## src/rtl/ps2s1_pkg.sv

```systemverilog
package ps2s1_pkg;

    localparam int KEY_TABLE_LENGTH = 128;
    localparam int KEY_TEXT_LEN     = 84;

    localparam logic [7:0] SC_EXT_PREFIX = 8'hE0;
    localparam logic [6:0] SC_ENTER      = 7'h1C;
    localparam logic [6:0] SC_BACKSPACE  = 7'h0E;
    localparam logic [6:0] SC_TAB        = 7'h0F;
    localparam logic [6:0] SC_ESCAPE     = 7'h01;
    localparam logic [6:0] SC_LSHIFT     = 7'h2A;
    localparam logic [6:0] SC_RSHIFT     = 7'h36;
    localparam logic [6:0] SC_CTRL       = 7'h1D;
    localparam logic [6:0] SC_CAPS       = 7'h3A;
    localparam logic [6:0] SC_UP         = 7'h48;
    localparam logic [6:0] SC_DOWN       = 7'h50;
    localparam logic [6:0] SC_RIGHT      = 7'h4D;
    localparam logic [6:0] SC_LEFT       = 7'h4B;

    localparam logic [6:0] ASC_LF      = 7'h0A;
    localparam logic [6:0] ASC_BS      = 7'h08;
    localparam logic [6:0] ASC_TAB     = 7'h09;
    localparam logic [6:0] ASC_ESC     = 7'h1B;
    localparam logic [6:0] ASC_LBRACK  = 7'h5B;
    localparam logic [6:0] ASC_AT      = 7'h40;
    localparam logic [6:0] ASC_USCORE  = 7'h5F;
    localparam logic [6:0] ASC_UC_A    = 7'h41;
    localparam logic [6:0] ASC_UC_B    = 7'h42;
    localparam logic [6:0] ASC_UC_C    = 7'h43;
    localparam logic [6:0] ASC_UC_D    = 7'h44;
    localparam logic [6:0] ASC_UC_Z    = 7'h5A;
    localparam logic [6:0] ASC_LC_A    = 7'h61;
    localparam logic [6:0] ASC_LC_Z    = 7'h7A;
    localparam logic [6:0] ASC_CASE    = 7'h20;
    localparam logic [6:0] CTRL_LOWER  = 7'h60;
    localparam logic [6:0] CTRL_OTHER  = 7'h40;
    localparam logic [6:0] LED_CAPS_ON = 7'h04;
    localparam logic [6:0] LED_OFF     = 7'h00;

    localparam logic KIND_CHAR = 1'b0;
    localparam logic KIND_LED  = 1'b1;

    typedef struct packed {
        logic       kind;
        logic [6:0] value;
    } res_t;

    typedef struct packed {
        logic [1:0]     count;
        res_t [2:0]     slot;
    } burst_t;

    function automatic logic is_upper(input logic [6:0] c);
        return (c >= ASC_UC_A) && (c <= ASC_UC_Z);
    endfunction

    function automatic logic is_lower(input logic [6:0] c);
        return (c >= ASC_LC_A) && (c <= ASC_LC_Z);
    endfunction

    function automatic logic [7:0] key_plain(input logic [6:0] code);
        logic [7:0] c;
        case (code)
            7'd2:  c = "1";  7'd3:  c = "2";  7'd4:  c = "3";  7'd5:  c = "4";
            7'd6:  c = "5";  7'd7:  c = "6";  7'd8:  c = "7";  7'd9:  c = "8";
            7'd10: c = "9";  7'd11: c = "0";  7'd12: c = "-";  7'd13: c = "=";
            7'd16: c = "q";  7'd17: c = "w";  7'd18: c = "e";  7'd19: c = "r";
            7'd20: c = "t";  7'd21: c = "y";  7'd22: c = "u";  7'd23: c = "i";
            7'd24: c = "o";  7'd25: c = "p";  7'd26: c = "[";  7'd27: c = "]";
            7'd30: c = "a";  7'd31: c = "s";  7'd32: c = "d";  7'd33: c = "f";
            7'd34: c = "g";  7'd35: c = "h";  7'd36: c = "j";  7'd37: c = "k";
            7'd38: c = "l";  7'd39: c = ";";  7'd40: c = 8'h27; 7'd41: c = 8'h60;
            7'd43: c = 8'h5C; 7'd44: c = "z"; 7'd45: c = "x";  7'd46: c = "c";
            7'd47: c = "v";  7'd48: c = "b";  7'd49: c = "n";  7'd50: c = "m";
            7'd51: c = ",";  7'd52: c = ".";  7'd53: c = "/";  7'd55: c = "*";
            7'd71: c = "7";  7'd72: c = "8";  7'd73: c = "9";  7'd74: c = "-";
            7'd75: c = "4";  7'd76: c = "5";  7'd77: c = "6";  7'd78: c = "+";
            7'd79: c = "1";  7'd80: c = "2";  7'd81: c = "3";  7'd82: c = "0";
            7'd83: c = ".";
            default: c = " ";
        endcase
        return c;
    endfunction

    function automatic logic [7:0] key_shifted(input logic [6:0] code);
        logic [7:0] c;
        logic [7:0] p;
        p = key_plain(code);
        case (code)
            7'd2:  c = "!";  7'd3:  c = "@";  7'd4:  c = "#";  7'd5:  c = "$";
            7'd6:  c = "%";  7'd7:  c = "^";  7'd8:  c = "&";  7'd9:  c = "*";
            7'd10: c = "(";  7'd11: c = ")";  7'd12: c = "_";  7'd13: c = "+";
            7'd26: c = "{";  7'd27: c = "}";  7'd39: c = ":";  7'd40: c = 8'h22;
            7'd41: c = "~";  7'd43: c = "|";  7'd51: c = "<";  7'd52: c = ">";
            7'd53: c = "?";
            default: c = is_lower(p[6:0]) ? (p ^ {1'b0, ASC_CASE}) : p;
        endcase
        return c;
    endfunction

    function automatic logic [6:0] key_lookup(input logic [6:0] code, input logic shifted,
                                              input logic caps);
        logic [7:0] c;
        logic [6:0] ch;
        c  = shifted ? key_shifted(code) : key_plain(code);
        ch = c[6:0];
        if (caps && (is_lower(ch) || is_upper(ch))) begin
            ch = ch ^ ASC_CASE;
        end
        return ch;
    endfunction

endpackage

```

## src/rtl/ps2s1_decode.sv

```systemverilog
module ps2s1_decode
    import ps2s1_pkg::*;
(
    input  logic       aclk,
    input  logic       aresetn,
    input  logic [7:0] byte_i,
    input  logic       fire,
    output burst_t     burst
);

    logic ext_reg,   ext_next;
    logic lsh_reg,   lsh_next;
    logic rsh_reg,   rsh_next;
    logic ctrl_reg,  ctrl_next;
    logic caps_reg,  caps_next;
    logic       rel;
    logic [6:0] code;
    logic [6:0] ch;
    logic [6:0] arrow;

    always_comb begin
        ext_next  = ext_reg;
        lsh_next  = lsh_reg;
        rsh_next  = rsh_reg;
        ctrl_next = ctrl_reg;
        caps_next = caps_reg;
        burst     = '0;
        ch        = '0;
        arrow     = '0;
        rel       = byte_i[7];
        code      = byte_i[6:0];
        if (byte_i == SC_EXT_PREFIX) begin
            ext_next = 1'b1;
        end else begin
            if (ext_reg) begin
                case (code)
                    SC_UP:    arrow = ASC_UC_A;
                    SC_DOWN:  arrow = ASC_UC_B;
                    SC_RIGHT: arrow = ASC_UC_C;
                    SC_LEFT:  arrow = ASC_UC_D;
                    default:  arrow = '0;
                endcase
            end else begin
                case (code)
                    SC_ENTER:     ch = ASC_LF;
                    SC_BACKSPACE: ch = ASC_BS;
                    SC_TAB:       ch = ASC_TAB;
                    SC_ESCAPE:    ch = ASC_ESC;
                    SC_LSHIFT:    lsh_next  = !rel;
                    SC_RSHIFT:    rsh_next  = !rel;
                    SC_CTRL:      ctrl_next = !rel;
                    SC_CAPS: begin
                        if (!rel) begin
                            caps_next = !caps_reg;
                            burst.count = 2'd1;
                            burst.slot[0].kind  = KIND_LED;
                            burst.slot[0].value = caps_next ? LED_CAPS_ON : LED_OFF;
                        end
                    end
                    default: begin
                        if ({1'b0, code} < 8'(KEY_TABLE_LENGTH)) begin
                            ch = key_lookup(code, lsh_reg ^ rsh_reg, caps_reg);
                        end
                    end
                endcase
            end
            ext_next = 1'b0;
            if (!rel && (ch != '0 || arrow != '0)) begin
                if (ctrl_reg) begin
                    if (is_lower(ch)) begin
                        burst.count = 2'd1;
                        burst.slot[0].kind  = KIND_CHAR;
                        burst.slot[0].value = ch - CTRL_LOWER;
                    end else if (ch >= ASC_AT && ch <= ASC_USCORE && !is_upper(ch)) begin
                        burst.count = 2'd1;
                        burst.slot[0].kind  = KIND_CHAR;
                        burst.slot[0].value = ch - CTRL_OTHER;
                    end
                end else if (arrow != '0) begin
                    burst.count = 2'd3;
                    burst.slot[0].kind  = KIND_CHAR;
                    burst.slot[0].value = ASC_ESC;
                    burst.slot[1].kind  = KIND_CHAR;
                    burst.slot[1].value = ASC_LBRACK;
                    burst.slot[2].kind  = KIND_CHAR;
                    burst.slot[2].value = arrow;
                end else begin
                    burst.count = 2'd1;
                    burst.slot[0].kind  = KIND_CHAR;
                    burst.slot[0].value = ch;
                end
            end
        end
    end

    always_ff @(posedge aclk) begin
        if (!aresetn) begin
            ext_reg  <= 1'b0;
            lsh_reg  <= 1'b0;
            rsh_reg  <= 1'b0;
            ctrl_reg <= 1'b0;
            caps_reg <= 1'b0;
        end else if (fire) begin
            ext_reg  <= ext_next;
            lsh_reg  <= lsh_next;
            rsh_reg  <= rsh_next;
            ctrl_reg <= ctrl_next;
            caps_reg <= caps_next;
        end
    end

endmodule

```

## src/rtl/ps2s1_out_buf.sv

```systemverilog
module ps2s1_out_buf
    import ps2s1_pkg::*;
(
    input  logic       aclk,
    input  logic       aresetn,
    input  burst_t     burst,
    input  logic       load,
    output logic       load_ok,
    output logic       m_valid,
    input  logic       m_ready,
    output logic       m_kind,
    output logic [6:0] m_value,
    output logic       m_last
);

    res_t [2:0] slot_reg;
    logic [1:0] cnt_reg;

    assign m_valid = cnt_reg != 2'd0;
    assign m_last  = cnt_reg == 2'd1;
    assign m_kind  = slot_reg[0].kind;
    assign m_value = slot_reg[0].value;
    assign load_ok = (cnt_reg == 2'd0) || (m_last && m_ready);

    // results leave from slot 0, the rest shift down on each transfer
    always_ff @(posedge aclk) begin
        if (load) begin
            slot_reg <= burst.slot;
        end else if (m_valid && m_ready) begin
            slot_reg[0] <= slot_reg[1];
            slot_reg[1] <= slot_reg[2];
        end
    end

    always_ff @(posedge aclk) begin
        if (!aresetn) begin
            cnt_reg <= 2'd0;
        end else if (load) begin
            cnt_reg <= burst.count;
        end else if (m_valid && m_ready) begin
            cnt_reg <= cnt_reg - 2'd1;
        end
    end

endmodule

```

## src/rtl/ps2_set1_scancode_to_ascii.sv

```systemverilog
// path: the input register feeds the result buffer, so the first result of a byte is
// registered in both before it can leave, and waits while the result buffer is busy
// throughput: one byte per cycle while each byte yields at most one result and m_ready is high
// a byte yielding several results (arrow keys: 3) holds the single result port until all are taken
// reset: synchronous active-low aresetn clears modifier, caps and extended flags and
// empties both the input register and the result buffer
module ps2_set1_scancode_to_ascii
    import ps2s1_pkg::*;
(
    input  logic       aclk,
    input  logic       aresetn,
    input  logic       s_valid,
    output logic       s_ready,
    input  logic [7:0] s_scan_byte,
    output logic       m_valid,
    input  logic       m_ready,
    output logic       m_kind,
    output logic [6:0] m_value,
    output logic       m_last
);

    logic       in_valid_reg, in_valid_next;
    logic [7:0] in_byte_reg;
    logic       load_ok;
    logic       fire;
    burst_t     burst;

    assign fire    = in_valid_reg && load_ok;
    assign s_ready = !in_valid_reg || load_ok;

    always_comb begin
        in_valid_next = in_valid_reg;
        if (s_valid && s_ready) begin
            in_valid_next = 1'b1;
        end else if (fire) begin
            in_valid_next = 1'b0;
        end
    end

    always_ff @(posedge aclk) begin
        if (!aresetn) begin
            in_valid_reg <= 1'b0;
        end else begin
            in_valid_reg <= in_valid_next;
        end
    end

    always_ff @(posedge aclk) begin
        if (s_valid && s_ready) begin
            in_byte_reg <= s_scan_byte;
        end
    end

    ps2s1_decode u_decode (
        .aclk    (aclk),
        .aresetn (aresetn),
        .byte_i  (in_byte_reg),
        .fire    (fire),
        .burst   (burst)
    );

    ps2s1_out_buf u_out_buf (
        .aclk    (aclk),
        .aresetn (aresetn),
        .burst   (burst),
        .load    (fire),
        .load_ok (load_ok),
        .m_valid (m_valid),
        .m_ready (m_ready),
        .m_kind  (m_kind),
        .m_value (m_value),
        .m_last  (m_last)
    );

    // a multi-result burst never has a gap
    a_burst_continues: assert property (@(posedge aclk) disable iff (!aresetn)
        (m_valid && m_ready && !m_last) |=> m_valid)
        else $error("result burst broken");

    // the led byte is always the only result of its byte
    a_led_alone: assert property (@(posedge aclk) disable iff (!aresetn)
        (m_valid && m_kind == KIND_LED) |-> m_last)
        else $error("led byte not last");

    a_led_value: assert property (@(posedge aclk) disable iff (!aresetn)
        (m_valid && m_kind == KIND_LED) |-> (m_value == LED_OFF || m_value == LED_CAPS_ON))
        else $error("bad led byte");

    // arrow sequence: escape is followed by a bracket
    a_arrow_seq: assert property (@(posedge aclk) disable iff (!aresetn)
        (m_valid && m_ready && !m_last && m_value == ASC_ESC) |=> (m_value == ASC_LBRACK))
        else $error("arrow sequence out of order");

endmodule
```

## config.mk

```make
export PLATFORM = sky130hd
export DESIGN_NAME = ps2_set1_scancode_to_ascii
export DESIGN_NICKNAME = d
export VERILOG_FILES = /design/src/rtl/ps2s1_pkg.sv /design/src/rtl/ps2s1_decode.sv /design/src/rtl/ps2s1_out_buf.sv /design/src/rtl/ps2_set1_scancode_to_ascii.sv
export SDC_FILE = /design/constraint.sdc
export NUM_CORES = 1
export LEC_CHECK = 0
export ABC_AREA = 1
export BUFFER_PORTS_ARGS = -buffer_cell sky130_fd_sc_hd__buf_2
export CAP_MARGIN = 5
export CORE_MARGIN = 5
export CORE_UTILIZATION = 40
export CTS_CLUSTER_DIAMETER = 100
export CTS_CLUSTER_SIZE = 10
export DETAILED_ROUTE_END_ITERATION = 6
export PLACE_DENSITY = 0.65
export REMOVE_ABC_BUFFERS = 1
export SLEW_MARGIN = 0
export SYNTH_ARGS = -nofsm -noshare
export SYNTH_HDL_FRONTEND = slang
export SYNTH_HIERARCHICAL = 1
export SYNTH_SLANG_ARGS = --single-unit
```

## constraint.sdc

```tcl
create_clock -name aclk -period 4.85 [get_ports aclk]
set_input_delay 0.2425 -clock aclk [delete_from_list [all_inputs] [get_ports aclk]]
set_output_delay 0.2425 -clock aclk [all_outputs]
set_load 0.02 [all_outputs]
```

; ---- Yosys cells after proc, flatten, opt, wreduce, memory -nomap -nowiden
; Memories as Yosys holds them, arrays and structs flattened. A register that Yosys moved wholly into a read port is not among the register bits.
; Index checks and enable logic that the tools add are counted.
; Widths: inputs -> output; s select.
[totals]
ff_bits = 40
rom_bits = 1792
input_bits = 12
output_inout_bits = 11
word_cells = 156
n_memories = 2
[memory_table]
columns = name, depth, word_bits, read_ports, rd_clocked_by_memory_dff, wr, line
row1 = (no name shown), 128, 7, 1, 1, 0, ps2s1_pkg.sv:63  ; case (code)
row2 = (no name shown), 128, 7, 1, 1, 0, ps2s1_pkg.sv:63
[classes]
addsub = 3
n_lt_le_gt_ge = 12
n_eq_ne = 35
muxes = 47
bitwise_logic = 8
n_reduce_logical = 35
[ops]
columns = op, n
row1 = $pmux 7 s21, 1
row2 = $mux 7, 17
row3 = $eq 7x6->1 const B, 10
row4 = $eq 7x4->1 const B, 8
row5 = $mux 26, 2
row6 = $mux 16, 3
row7 = $mux 8, 6
row8 = $ge 7x7->1 const B, 6
row9 = $le 7x7->1 const B, 6
row10 = $pmux 7 s5, 1
row11 = $eq 7x3->1 const B, 4
row12 = $eq 7x5->1 const B, 4
row13 = $eq 7x7->1 const B, 4
row14 = $pmux 7 s4, 1
row15 = $mux 2, 8
row16 = $mux 15, 1
row17 = $eq 7x2->1 const B, 2
row18 = $reduce_bool 7->1, 2
row19 = $sub 7x7->7 const B, 2
row20 = $logic_and 1x1->1, 13
row21 = $mux 6, 2
row22 = $reduce_and 4->1, 3
row23 = $eq 8x8->1 const B, 1
row24 = $reduce_or 4->1, 2
row25 = other kinds (14), 31

; ---- Logic depth before layout (Yosys ltp)
; Gate-level depths: netlist of the first run.
[logic_depth]
depth_word = 31
ltp_mapped = 35
mapped_depth_nobuf = 35

; ---- Hierarchy
; The synthesis of the first run kept the hierarchy.
[by_module_without_submodules]
columns = module, n_inst, cells_each, area_each_um2, seq_area_each_um2
row1 = ps2s1_decode, 1, 465, 2344.7, 100.1
row2 = ps2s1_out_buf, 1, 109, 1167.4, 760.7
row3 = ps2_set1_scancode_to_ascii, 1, 17, 299.0, 260.2

; ---- Least setup slack after synthesis of the first run
; OpenSTA, ideal clock, no wires.
[synth_path]
kind = reg2reg
start = register in_byte_reg[0]
end = register u_out_buf.slot_reg, in the netlist u_out_buf/m_value[2] (data pin)
setup_ps = 252
t_arrival_ps = 3158
required_ps = 4598
slack_ps = 1440
path_stages_with_launch = 28
n_path_buf = 0
period_less_slack_ps = 3410
cell_sequence = edfxtp_1 -> inv_1 -> ha_1 -> nand3_1 -> nand2_1 -> nand2_1 -> nand3_1 -> nor2_1 -> nand3_2 -> nand2_4 -> nand2_1 -> nand2_1 -> nand2_1 -> nand3_1 -> nand3_1 -> nand2_1 -> nand3_2 -> ha_1 -> a21oi_1 -> nand3_1 -> nand2_1 -> nand2_1 -> nand2_2 -> nand3_1 -> nand2_1 -> inv_1 -> nand2_1 -> nand2_1
[synth_lines]
columns = element, line
row1 = "start, declared", ps2_set1_scancode_to_ascii.sv:23  ; logic [7:0] in_byte_reg;
row2 = "start signal, assigned", ps2_set1_scancode_to_ascii.sv:50  ; in_byte_reg <= s_scan_byte;
row3 = "end signal, assigned", ps2s1_out_buf.sv:28  ; slot_reg <= burst.slot;
row4 = "end, declared", ps2s1_out_buf.sv:16  ; res_t [2:0] slot_reg;

==> key figures, run 1 <==
STA
  – Least-Margin Pin Slew: between 0.7 and 0.8 ns
  – Fmax: 0.2374 GHz
  – Post-route minimum period: 4.212 ns
  – Rel. slew slack: 52.69%
  – Hold Worst Slack: 0.1179 ns
  – Setup TNS: 0 ns
  – Final setup fails: 0
  – Final Skew: 0.005192 ns
  – Max Slew Vio Count: 0
  – Unrepaired setup endpoints after global routing: no
  – Final period util: 86.85%
  – Final hold viol count: 0

Clocking
  – Cts bufs inserted: 5
  – Worst-Skew Late Latency: a little under 0.3 ns
  – CTS clk-pin slew, worst paths: 0.08 ns
  – Hold Buf Count CTS: 0
  – CTS H-tree lvls: 2
  – Post-CTS Setup Bufs: 0
  – Num Clock Sinks: 40
  – CTS Root Cell: clkbuf_8
  – Post-CTS Resized: 0
  – CTS tree: built
  – Worst-case clock buffer depth: 2

Synth
  – Register area share after synthesis: 29.42%
  – Netlist cell types: 39
  – Count leader, synth: nand2_1
  – Top cells by count, synth: nand2_1 (213), nor2_1 (60), inv_1 (58)
  – Main synth FF type: edfxtp_1
  – Post-Syn Area per Cell: between 6 and 7 µm²
  – Ranking of synthesized cells by area: edfxtp_1 (25%), nand2_1 (21%), nand3_1 (6.7%)
  – Post-Synthesis Cells: 591
  – Share of the synthesized area in the top cell type: roughly a quarter
  – Synth Warn #: 6
  – Synth async-reset ratio: 0%
  – Yosys reg bits: 40
  – Post-synth EDFFs: 32
  – Cell taking the most area after synthesis: edfxtp_1
  – Cell area after synthesis: 3811 µm²

Power and ir drop
  – Sw Ratio: 42.91%
  – Clock Power Share: 17.4%
  – Internal: just over 0.0007 W
  – Leak: 2.063 nW
  – Peak supply drop: 0.0002150 V
  – PwrDens: approximately 320 nW/µm²
  – P_sw: 0.0005396 W
  – Flop pwr share: 40.0%
  – Comb pwr share: 42.7%

Worst hold path
  – WHS Path Cells: 1
  – Worst hold-check path type: in -> reg
  – Hold_sp: s_scan_byte[2]
  – Hold EP: in_byte_reg[2]$_DFFE_PP_

Detailed routing
  – Initial DRC count: 279
  – DRT Wirelength: 10.27 mm
  – Max Used Layer: met4
  – Met3 WL: 540 µm
  – Wl on met1: 4.964 mm
  – Routed wire length on met2: 4.542 mm
  – Detailed Routing Iterations Pass 1: 5
  – Antenna-violating nets left: 0
  – Drt wl/cell: 14.14 µm
  – DRC errors left: 0
  – Via Count: 3726
  – Routed vias/inst: ~5.1

Critical path
  – Startpoint Class: flip-flop
  – Setup CP Type: reg -> reg
  – FF-to-FF End: u_out_buf/m_value[2]$_DFFE_PP_
  – Critical path required time: 4.90 ns
  – Crit path max-delay cell type: edfxtp_1
  – CP delay by family, top: simple AND/OR/NAND/NOR gates
  – Stages on worst setup path: 31
  – R2R depth: 31
  – R2R Path Start: in_byte_reg[1]$_DFFE_PP_
  – Worst reg-to-reg setup slack: 0.64 ns
  – Delay of the slowest critical-path stage: 0.57 ns
  – CP Capture Type: flip-flop
  – CP max FO: 10
  – WP data arrival: 4.26 ns
  – WP buf/inv: 6
  – Most used cell along the critical path: nand2_1

Run
  – Max cap viols: 0

Final layout
  – Post-layout net count: between 600 and 700
  – Share of layout cells above drive strength 1: between 10 and 15%
  – Diodes inserted: 0
  – Fillers: 1036
  – Synthesis-to-finish area growth: 4.038%
  – Max FFs per register: 16

GRT
  – Global-route wire length before repair: around 17 mm
  – Vias in the first global route: 3585
  – Initial antenna violation count: 0
  – Total congestion overflow: 0
  – Largest net degree at the start of global routing: 23
  – GR Util All Layers: between 10% and 20%

Outcome
  – Run status: completed

Place
  – Number of port buffers: 22
  – RePlAce Congestion: about 0.98
  – DP HPWL: 7.997 mm

Floorplan
  – Chip Width: 107.6 µm
  – Std cell rows: 35
  – Die height: 107.6 µm
  – Initial core utilization: 41.05%
  – # IOs: 23
  – Core area: ~9300 µm²
  – Die area: 11580 µm²
cell families (layout without fill, tap and decap cells):
family | count (synthesis) | in the layout | synth area share, %
fa+ha+maj | 14 | 14 | 4.596
simple gates | 370 | 370 | 42.35
compound gates | 61 | 61 | 9.751
buf+inv | 104 | 104 | 13.56
xor+xnor | 1 | 1 | 0.2299
flops | 40 | 40 | 29.42
other cells | 1 | 7 | 0.09840
how the worst max path moves through the flow:
stage	start	endpoint	slack [ns]
after floorplan	in_byte_reg[2]$_DFFE_PP_	u_out_buf/m_value[2]$_DFFE_PP_	1.33
after global placement	in_byte_reg[1]$_DFFE_PP_	u_out_buf/m_value[2]$_DFFE_PP_	0.75
after detailed placement	in_byte_reg[1]$_DFFE_PP_	u_out_buf/m_value[2]$_DFFE_PP_	0.72
after CTS	in_byte_reg[1]$_DFFE_PP_	u_out_buf/m_value[2]$_DFFE_PP_	0.70
after global routing	in_byte_reg[1]$_DFFE_PP_	u_out_buf/m_value[2]$_DFFE_PP_	0.19
final	in_byte_reg[1]$_DFFE_PP_	u_out_buf/m_value[2]$_DFFE_PP_	0.64
stage by stage:
step | setup WS (ns) | utilization [%] | total power (W) | instances | instance area (µm²)
6_report | 0.6377 | 42.71 | 0.001258 | 726 | 3965
5_1_grt | 0.1917 | 42.71 | 0.001356 | 726 | 3965
4_1_cts | 0.6990 | 42.71 | 0.001262 | 726 | 3965
3_5_place_dp | 0.7222 | 41.77 | 0.001041 | 718 | 3877
3_3_place_gp | 0.7537 | 41.77 | 0.001035 | 718 | 3877
2_1_floorplan | 1.328 | - | 0.0008892 | 564 | 3583
worst reg2reg max path: cells and delay by family, from the launching register on:
family	cells	cell delay, ns
compound gates	2	0.40
fa+ha+maj	2	0.60
buf+inv	6	0.53
flops	1	0.57
simple gates	21	1.86
cell type report:
| cell class | instances | area, µm² | share of cell area (%) |
|---|---|---|---|
| sequential | 40 | 1121 | 28.27 |
| tap | 129 | 161.4 | 4.071 |
| clock buffer | 5 | 68.82 | 1.736 |
| clock inverter | 3 | 18.77 | 0.4733 |
| multi-input combinational | 453 | 2196 | 55.38 |
| timing repair buffer | 25 | 132.6 | 3.345 |
| inverter | 71 | 266.5 | 6.721 |
placed cells by master, fill, tap and decap left out, types with 6 or more instances in the layout:
| master | Yosys | routed |
|---|---|---|
| nand2_1 | 213 | 213 |
| nor2_1 | 60 | 60 |
| inv_1 | 58 | 58 |
| nand3_1 | 51 | 51 |
| edfxtp_1 | 32 | 32 |
| buf_2 | 5 | 22 |
| a21oi_1 | 21 | 21 |
| o21ai_0 | 17 | 17 |
| ha_1 | 14 | 14 |
| inv_2 | 12 | 12 |
| nor2_2 | 9 | 9 |
| nand2_2 | 8 | 8 |
| dfxtp_1 | 8 | 8 |
| nor3_1 | 8 | 8 |
| conb_1 | 1 | 7 |
| nand3_2 | 6 | 6 |
| o211ai_1 | 6 | 6 |
| nand4_1 | 6 | 6 |
routing by layer:
layer / vias to the layer above / global-route usage, %
li1: 1878 / -
met1: 1711 / 25.50
met2: 114 / 29.62
met3: 23 / 2.999
met4: 0 / 6.132
met5: - / 0
power by group through the flow:
stage,logic (W),clock network [W],registers (W)
after floorplan,0.000357,0,0.000533
after global placement,0.000526,0,0.000509
after detailed placement,0.000530,0,0.000511
after CTS,0.000533,0.000226,0.000503
after global routing,0.000603,0.000241,0.000512
final,0.000536,0.000218,0.000503
No activity file was read; power rests on OpenSTA's default activity.
==> run 2: changes to the inputs <==
--- a/config.mk
+++ b/config.mk
@@ -9,11 +9,11 @@
 export BUFFER_PORTS_ARGS = -buffer_cell sky130_fd_sc_hd__buf_2
 export CAP_MARGIN = 5
 export CORE_MARGIN = 5
-export CORE_UTILIZATION = 40
+export CORE_UTILIZATION = 62
 export CTS_CLUSTER_DIAMETER = 100
 export CTS_CLUSTER_SIZE = 10
 export DETAILED_ROUTE_END_ITERATION = 6
-export PLACE_DENSITY = 0.65
+export PLACE_DENSITY = 0.9
 export REMOVE_ABC_BUFFERS = 1
 export SLEW_MARGIN = 0
 export SYNTH_ARGS = -nofsm -noshare
==> key figures, run 2 (same netlist as run 1, synthesis figures left out) <==
Clocking
  – Post-CTS Setup Bufs: 0 (unchanged)
  – Cts bufs inserted: 5 (unchanged)
  – Worst-case clock buffer depth: 2 (unchanged)
  – Post-CTS Resized: 0 (unchanged)
  – Num Clock Sinks: 40 (unchanged)
  – CTS tree: built (unchanged)
  – CTS H-tree lvls: 2 (unchanged)
  – Worst-Skew Late Latency: 0.29 ns (about the same)
  – Hold Buf Count CTS: 0 (unchanged)
  – CTS Root Cell: clkbuf_8 (unchanged)
  – CTS clk-pin slew, worst paths: 0.08 ns (about the same)

Critical path
  – CP delay by family, top: simple AND/OR/NAND/NOR gates (unchanged)
  – Most used cell along the critical path: nand2_1 (unchanged)
  – WP buf/inv: 5 (was 6)
  – CP max FO: 10 (unchanged)
  – Critical path required time: 5.04 ns (was 4.90 ns)
  – Delay of the slowest critical-path stage: 0.54 ns (was 0.57 ns)
  – Startpoint Class: flip-flop (unchanged)
  – R2R depth: 33 (was 31)
  – Crit path max-delay cell type: edfxtp_1 (unchanged)
  – Stages on worst setup path: 33 (was 31)
  – CP Capture Type: flip-flop (unchanged)
  – WP data arrival: 4.37 ns (was 4.26 ns)
  – Setup CP Type: reg -> reg (unchanged)

Detailed routing
  – Via Count: 3778 (was 3726)
  – Routed vias/inst: 5.622 (was 5.132)
  – Drt wl/cell: 15.01 µm (was 14.14 µm)
  – Antenna-violating nets left: 0 (unchanged)
  – DRC errors left: 0 (unchanged)
  – DRT Wirelength: 10.09 mm (was 10.27 mm)
  – Detailed Routing Iterations Pass 1: 5 (unchanged)
  – Initial DRC count: 359 (was 279)

Floorplan
  – Die height: 88.40 µm (was 107.6 µm)
  – Initial core utilization: 63.99% (was 41.05%)
  – Die area: 7815 µm² (was 11580 µm²)
  – # IOs: 23 (unchanged)
  – Chip Width: 88.40 µm (was 107.6 µm)
  – Core area: 5956 µm² (was 9284 µm²)
  – Std cell rows: 28 (was 35)

STA
  – Final setup fails: 0 (unchanged)
  – Final Skew: 0.008018 ns (was 0.005192 ns)
  – Max Slew Vio Count: 0 (unchanged)
  – Post-route minimum period: 4.175 ns (was 4.212 ns)
  – Rel. slew slack: 50.56% (was 52.69%)
  – Least-Margin Pin Slew: 0.7416 ns (was 0.7097 ns)
  – Final hold viol count: 0 (unchanged)
  – Final period util: 86.08% (was 86.85%)
  – Unrepaired setup endpoints after global routing: no (unchanged)
  – Fmax: 0.2395 GHz (was 0.2374 GHz)
  – Setup TNS: 0 ns (unchanged)
  – Hold Worst Slack: 0.1216 ns (was 0.1179 ns)

GRT
  – Busiest layer in global routing: met2 (unchanged)
  – Initial antenna violation count: 0 (unchanged)
  – Largest net degree at the start of global routing: 33 (was 23)
  – Met1 Usage GRT: 37.88% (was 25.50%)
  – Met2 Use GR: 43.51% (was 29.62%)
  – Total congestion overflow: 0 (unchanged)
  – Vias in the first global route: 3508 (was 3585)
  – Global-route wire length before repair: 16.66 mm (was 17.38 mm)
  – GR Layer Usage met3: 4.842% (was 2.999%)
  – GR Util All Layers: 27.16% (was 18.55%)

Final layout
  – Commonest non-fill, non-tap cell in the layout: nand2_1 (unchanged)
  – Max FFs per register: 16 (unchanged)
  – Most frequent cells in the layout: nand2_1 (213), nor2_1 (60), inv_1 (58) (unchanged)
  – Share of layout cells above drive strength 1: 13.57% (was 13.40%)
  – Synthesis-to-finish area growth: 2.265% (was 4.038%)
  – Post-layout net count: 622 (unchanged)
  – Diodes inserted: 0 (unchanged)

Worst hold path
  – WHS Path Cells: 1 (unchanged)
  – Worst hold-check path type: in -> reg (unchanged)

Place
  – DP HPWL: 7.853 mm (was 7.997 mm)
  – Number of port buffers: 22 (unchanged)
  – RePlAce Congestion: 1.011 (was 0.9761)

Outcome
  – Run status: completed (unchanged)

Run
  – Max cap viols: 0 (unchanged)

Power and ir drop
  – Peak supply drop: 0.0003473 V (was 0.0002150 V)
  – PwrDens: 323.0 nW/µm² (was 317.1 nW/µm²)
  – Leak: 2.073 nW (was 2.063 nW)
-- run 2: through the flow --
| stage | total power [W] | util (%) | setup slack (ns) | instances | cell area [µm²] |
|---|---|---|---|---|---|
| 6_report | 0.001259 | 65.44 | 0.6749 | 672 | 3897 |
| 3_3_place_gp | 0.001020 | 63.97 | 0.8789 | 664 | 3810 |
| 5_1_grt | 0.001346 | 65.44 | 0.2394 | 672 | 3897 |
| 4_1_cts | 0.001257 | 65.44 | 0.7336 | 672 | 3897 |
| 2_1_floorplan | 0.0008892 | - | 1.328 | 564 | 3583 |
| 3_5_place_dp | 0.001041 | 63.97 | 0.7466 | 664 | 3810 |
-- run 2: path summary, 6_finish.rpt --
kind / start / to / slack, ns
worst max-delay path: in_byte_reg[1]$_DFFE_PP_ / u_out_buf/cnt_reg[0]$_SDFFE_PN0P_ / 0.67
worst min-delay path: s_scan_byte[6] / in_byte_reg[6]$_DFFE_PP_ / 0.12
worst max register to register: in_byte_reg[1]$_DFFE_PP_ / u_out_buf/cnt_reg[0]$_SDFFE_PN0P_ / 0.67
worst min register to register: u_decode/caps_reg$_SDFFE_PN0P_ / u_decode/caps_reg$_SDFFE_PN0P_ / 0.48
-- run 2: cell type report --
type | instances | area, µm²
inverters | 71 | 266.5
clock buffers | 5 | 68.82
fillers | 555 | 2058
multi-input cells | 453 | 2196
flip-flops and latches | 40 | 1121
repair buffers | 25 | 132.6
clock inverters | 3 | 18.77
well taps | 75 | 93.84
-- run 2: metal layers --
metal / part of all wire [%] / up-vias
li1: - / 1886
met1: 44 / 1679
met2: 46 / 189
met3: 7.8 / 24
met4: 1.9 / 0
met5: 0 / -
-- run 2: report_power, final --
group	switching, W	internal, W
registers	0.0000390	0.000462
logic	0.000386	0.000158
clock network	0.000114	0.000100
total	0.000539	0.000720
-- run 2: worst register-to-register path, delay by kind of cell, from the launching register on --
family          cells  cell delay, ns
compound gates      2            0.38
fa+ha+maj           2            0.56
buf+inv             5            0.55
flops               1            0.54
simple gates       24            2.03
==> run 3: changes to the inputs <==
--- a/config.mk
+++ b/config.mk
@@ -5,15 +5,14 @@
 export SDC_FILE = /design/constraint.sdc
 export NUM_CORES = 1
 export LEC_CHECK = 0
-export ABC_AREA = 1
 export BUFFER_PORTS_ARGS = -buffer_cell sky130_fd_sc_hd__buf_2
 export CAP_MARGIN = 5
 export CORE_MARGIN = 5
-export CORE_UTILIZATION = 62
+export CORE_UTILIZATION = 63
 export CTS_CLUSTER_DIAMETER = 100
 export CTS_CLUSTER_SIZE = 10
 export DETAILED_ROUTE_END_ITERATION = 6
-export PLACE_DENSITY = 0.9
+export PLACE_DENSITY = 0.91
 export REMOVE_ABC_BUFFERS = 1
 export SLEW_MARGIN = 0
 export SYNTH_ARGS = -nofsm -noshare
==> key figures, run 3 <==
Detailed routing
  – DRC errors left: 16 (was 0)
  – Drt wl/cell: 22.34 µm (was 15.01 µm)
  – Routed vias/inst: 7.215 (was 5.622)
  – Antenna-violating nets left: 0 (unchanged)
  – Initial DRC count: 774 (was 359)
  – DRT Wirelength: 13.11 mm (was 10.09 mm)
  – Via Count: 4235 (was 3778)
  – Detailed Routing Iterations Pass 1: 7 (was 5)

STA
  – Least-Margin Pin Slew: 0.9979 ns (was 0.7416 ns)
  – Hold Worst Slack: 0.1190 ns (was 0.1216 ns)
  – Max Slew Vio Count: 0 (unchanged)
  – Post-route minimum period: 5.017 ns (was 4.175 ns)
  – Final Skew: 0.004873 ns (was 0.008018 ns)
  – Setup WS post-layout: -0.1671 ns (was 0.6749 ns)
  – Final hold viol count: 0 (unchanged)
  – Final setup fails: 7 (was 0)
  – Fmax: 0.1993 GHz (was 0.2395 GHz)
  – Rel. slew slack: 32.54% (was 50.56%)
  – Final period util: 103.4% (was 86.08%)
  – Unrepaired setup endpoints after global routing: yes (was no)

Clocking
  – CTS Root Cell: clkbuf_8 (unchanged)
  – Cts bufs inserted: 5 (unchanged)
  – Worst-case clock buffer depth: 2 (unchanged)
  – CTS clk-pin slew, worst paths: 0.08 ns (about the same)
  – CTS tree: built (unchanged)
  – Worst-Skew Late Latency: 0.30 ns (was 0.29 ns)
  – Num Clock Sinks: 40 (unchanged)
  – CTS H-tree lvls: 2 (unchanged)

GRT
  – Total congestion overflow: 0 (unchanged)
  – Vias in the first global route: 4083 (was 3508)
  – Initial antenna violation count: 0 (unchanged)
  – Global-route wire length before repair: 20.02 mm (was 16.66 mm)
  – Largest net degree at the start of global routing: 34 (was 33)
  – GR Util All Layers: 29.44% (was 27.16%)

Critical path
  – Startpoint Class: flip-flop (unchanged)
  – R2R depth: 23 (was 33)
  – CP max FO: 4 (was 10)
  – CP Capture Type: flip-flop (unchanged)
  – Setup CP Type: reg -> reg (unchanged)
  – Critical path required time: 4.90 ns (was 5.04 ns)
  – WP data arrival: 5.07 ns (was 4.37 ns)

Synth
  – Post-Syn Area per Cell: 8.902 µm² (was 6.449 µm²)
  – Top cells by count, synth: nor2_1 (33), edfxtp_1 (32), nand2_1 (29) (was nand2_1 (213), nor2_1 (60), inv_1 (58))
  – Share of the synthesized area in the top cell type: 23.83% (was 25.21%)
  – Synth Warn #: 6 (unchanged)
  – Register area share after synthesis: 27.80% (was 29.42%)
  – Netlist cell types: 87 (was 39)
  – Count leader, synth: nor2_1 (was nand2_1)
  – Synth async-reset ratio: 0% (unchanged)
  – Cell taking the most area after synthesis: edfxtp_1 (unchanged)
  – Ranking of synthesized cells by area: edfxtp_1 (24%), buf_4 (4.5%), ha_1 (4.3%) (was edfxtp_1 (25%), nand2_1 (21%), nand3_1 (6.7%))
  – Post-Synthesis Cells: 453 (was 591)
  – Main synth FF type: edfxtp_1 (unchanged)
  – Yosys reg bits: 40 (unchanged)
  – Post-synth EDFFs: 32 (unchanged)
  – Cell area after synthesis: 4033 µm² (was 3811 µm²)

Final layout
  – Fillers: 333 (was 555)
  – Diodes inserted: 0 (unchanged)
  – Synthesis-to-finish area growth: 20.14% (was 2.265%)
  – Most frequent cells in the layout: buf_4 (62), edfxtp_1 (32), nor2_1 (32) (was nand2_1 (213), nor2_1 (60), inv_1 (58))
  – Share of layout cells above drive strength 1: 34.12% (was 13.57%)
  – Max FFs per register: 16 (unchanged)
  – Commonest non-fill, non-tap cell in the layout: buf_4 (was nand2_1)
  – Post-layout net count: 535 (was 622)
  – Final non-filler cell total: 587 (was 672)
  – Area of the multi-input gates: 2758 µm² (was 2196 µm²)
  – Design Area, Final: 4845 µm² (was 3897 µm²)
  – Reg area: 1121 µm² (unchanged)

Floorplan
  – Core area: 6277 µm² (was 5956 µm²)
  – Initial core utilization: 64.24% (was 63.99%)
  – Die area: 8101 µm² (was 7815 µm²)
  – Die height: 90.01 µm (was 88.40 µm)
  – Std cell rows: 29 (was 28)
  – Chip Width: 90.01 µm (was 88.40 µm)
  – # IOs: 23 (unchanged)

Worst hold path
  – WHS Path Cells: 1 (unchanged)
  – Worst hold-check path type: in -> reg (unchanged)

Power and ir drop
  – PwrDens: 253.4 nW/µm² (was 323.0 nW/µm²)
  – Peak supply drop: 0.0002714 V (was 0.0003473 V)
  – Leak: 1.871 nW (was 2.073 nW)

Outcome
  – Failing checks: design-rule violations, negative setup slack
  – Run status: complete, but fails checks (was completed)

Place
  – RePlAce Congestion: 1.117 (was 1.011)
  – Number of port buffers: 22 (unchanged)
  – DP HPWL: 8.250 mm (was 7.853 mm)
  – Post-Place Cells: 559 (was 664)
  – Dpl cell area: 4340 µm² (was 3810 µm²)

Run
  – Max cap viols: 0 (unchanged)
run 3: cell types whose count changed after synthesis, sizes merged, moves of 10 or more:
cell    delta
and2      +10
inv       -50
nand2b    +12
clkbuf    +11
nand3     -45
nand2    -195
nor2      -36
mux2      +21
run 3: critical path, cell delays in order (launching register included):
cell	delay, ns
edfxtp_1	0.48
inv_4	0.16
ha_4	0.18
nor2_2	0.07
a2111oi_4	0.43
a2111oi_4	0.06
buf_4	0.18
a41oi_4	0.16
mux2_4	0.33
or3b_1	0.39
o31a_1	0.30
and3_4	0.20
or2_4	0.26
nand2_4	0.09
ha_4	0.16
inv_4	0.05
a21oi_4	0.13
a2111oi_4	0.09
nand4_1	0.14
o211ai_1	0.10
buf_4	0.18
o221ai_1	0.21
o211ai_1	0.14
mux2_4	0.28
run 3: what timing repair did:
item	4_1_cts	5_1_grt
setup endpoints to repair	7	7
hold buffers	0	0
buffers inserted	11	9
gates resized for setup	34	21
pin swaps	15	23
run 3: metal layers:
layer  vias to the layer above  track usage [%]  wire length (µm)
met5                         -                0                 0
met4                         0            15.63               937
met3                       138            6.845              1470
met2                       398            47.99              5951
met1                      1907            35.94              4754
li1                       1792                -                 -
run 3: metrics by stage:
| stage | power (W) | util [%] | TNS [ns] | worst slack, ns |
|---|---|---|---|---|
| global route | 0.001270 | 77.18 | -1.924 | -0.2985 |
| floorplan | 0.0007269 | - | -2.195 | -0.3336 |
| CTS | 0.001184 | 74.43 | 0 | 0.004652 |
| global placement | 0.0008492 | 69.14 | 0 | 0.06744 |
| finish | 0.001228 | 77.18 | -0.8213 | -0.1671 |
| detailed placement | 0.0008710 | 69.14 | -1.594 | -0.3189 |
run 3: area by class of cell:
class / count / share of cell area (%)
clock inverters: 3 / 0.9556
well taps: 77 / 1.989
repair buffers: 92 / 13.92
multi-input cells: 350 / 56.92
inverters: 20 / 1.653
flip-flops and latches: 40 / 23.14
clock buffers: 5 / 1.420
run 3: cell families (layout without fill, tap and decap cells):
group	count (synthesis)	count (layout)	share of synthesized area (%)
buf+inv	69	120	9.525
mux	27	27	8.501
flops	40	40	27.80
compound gates	126	126	24.91
fa+ha+maj	14	14	4.344
other cells	1	7	0.09299
xor+xnor	4	4	0.8689
simple gates	172	172	23.95
run 3: report_power, final:
part	leakage [nW]	switching [W]	internal, W
registers	0.373	0.0000207	0.000425
clock network	0.0548	0.000132	0.000155
logic	1.44	0.000295	0.000199
run 3: final timing paths:
path	slack [ns]	startpoint	endpoint
worst min register to register	0.51	in_valid_reg$_SDFFE_PN0P_	in_valid_reg$_SDFFE_PN0P_
worst min-delay path	0.12	s_scan_byte[1]	in_byte_reg[1]$_DFFE_PP_
worst max-delay path	-0.17	in_byte_reg[0]$_DFFE_PP_	u_out_buf/m_value[2]$_DFFE_PP_
worst max register to register	-0.17	in_byte_reg[0]$_DFFE_PP_	u_out_buf/m_value[2]$_DFFE_PP_
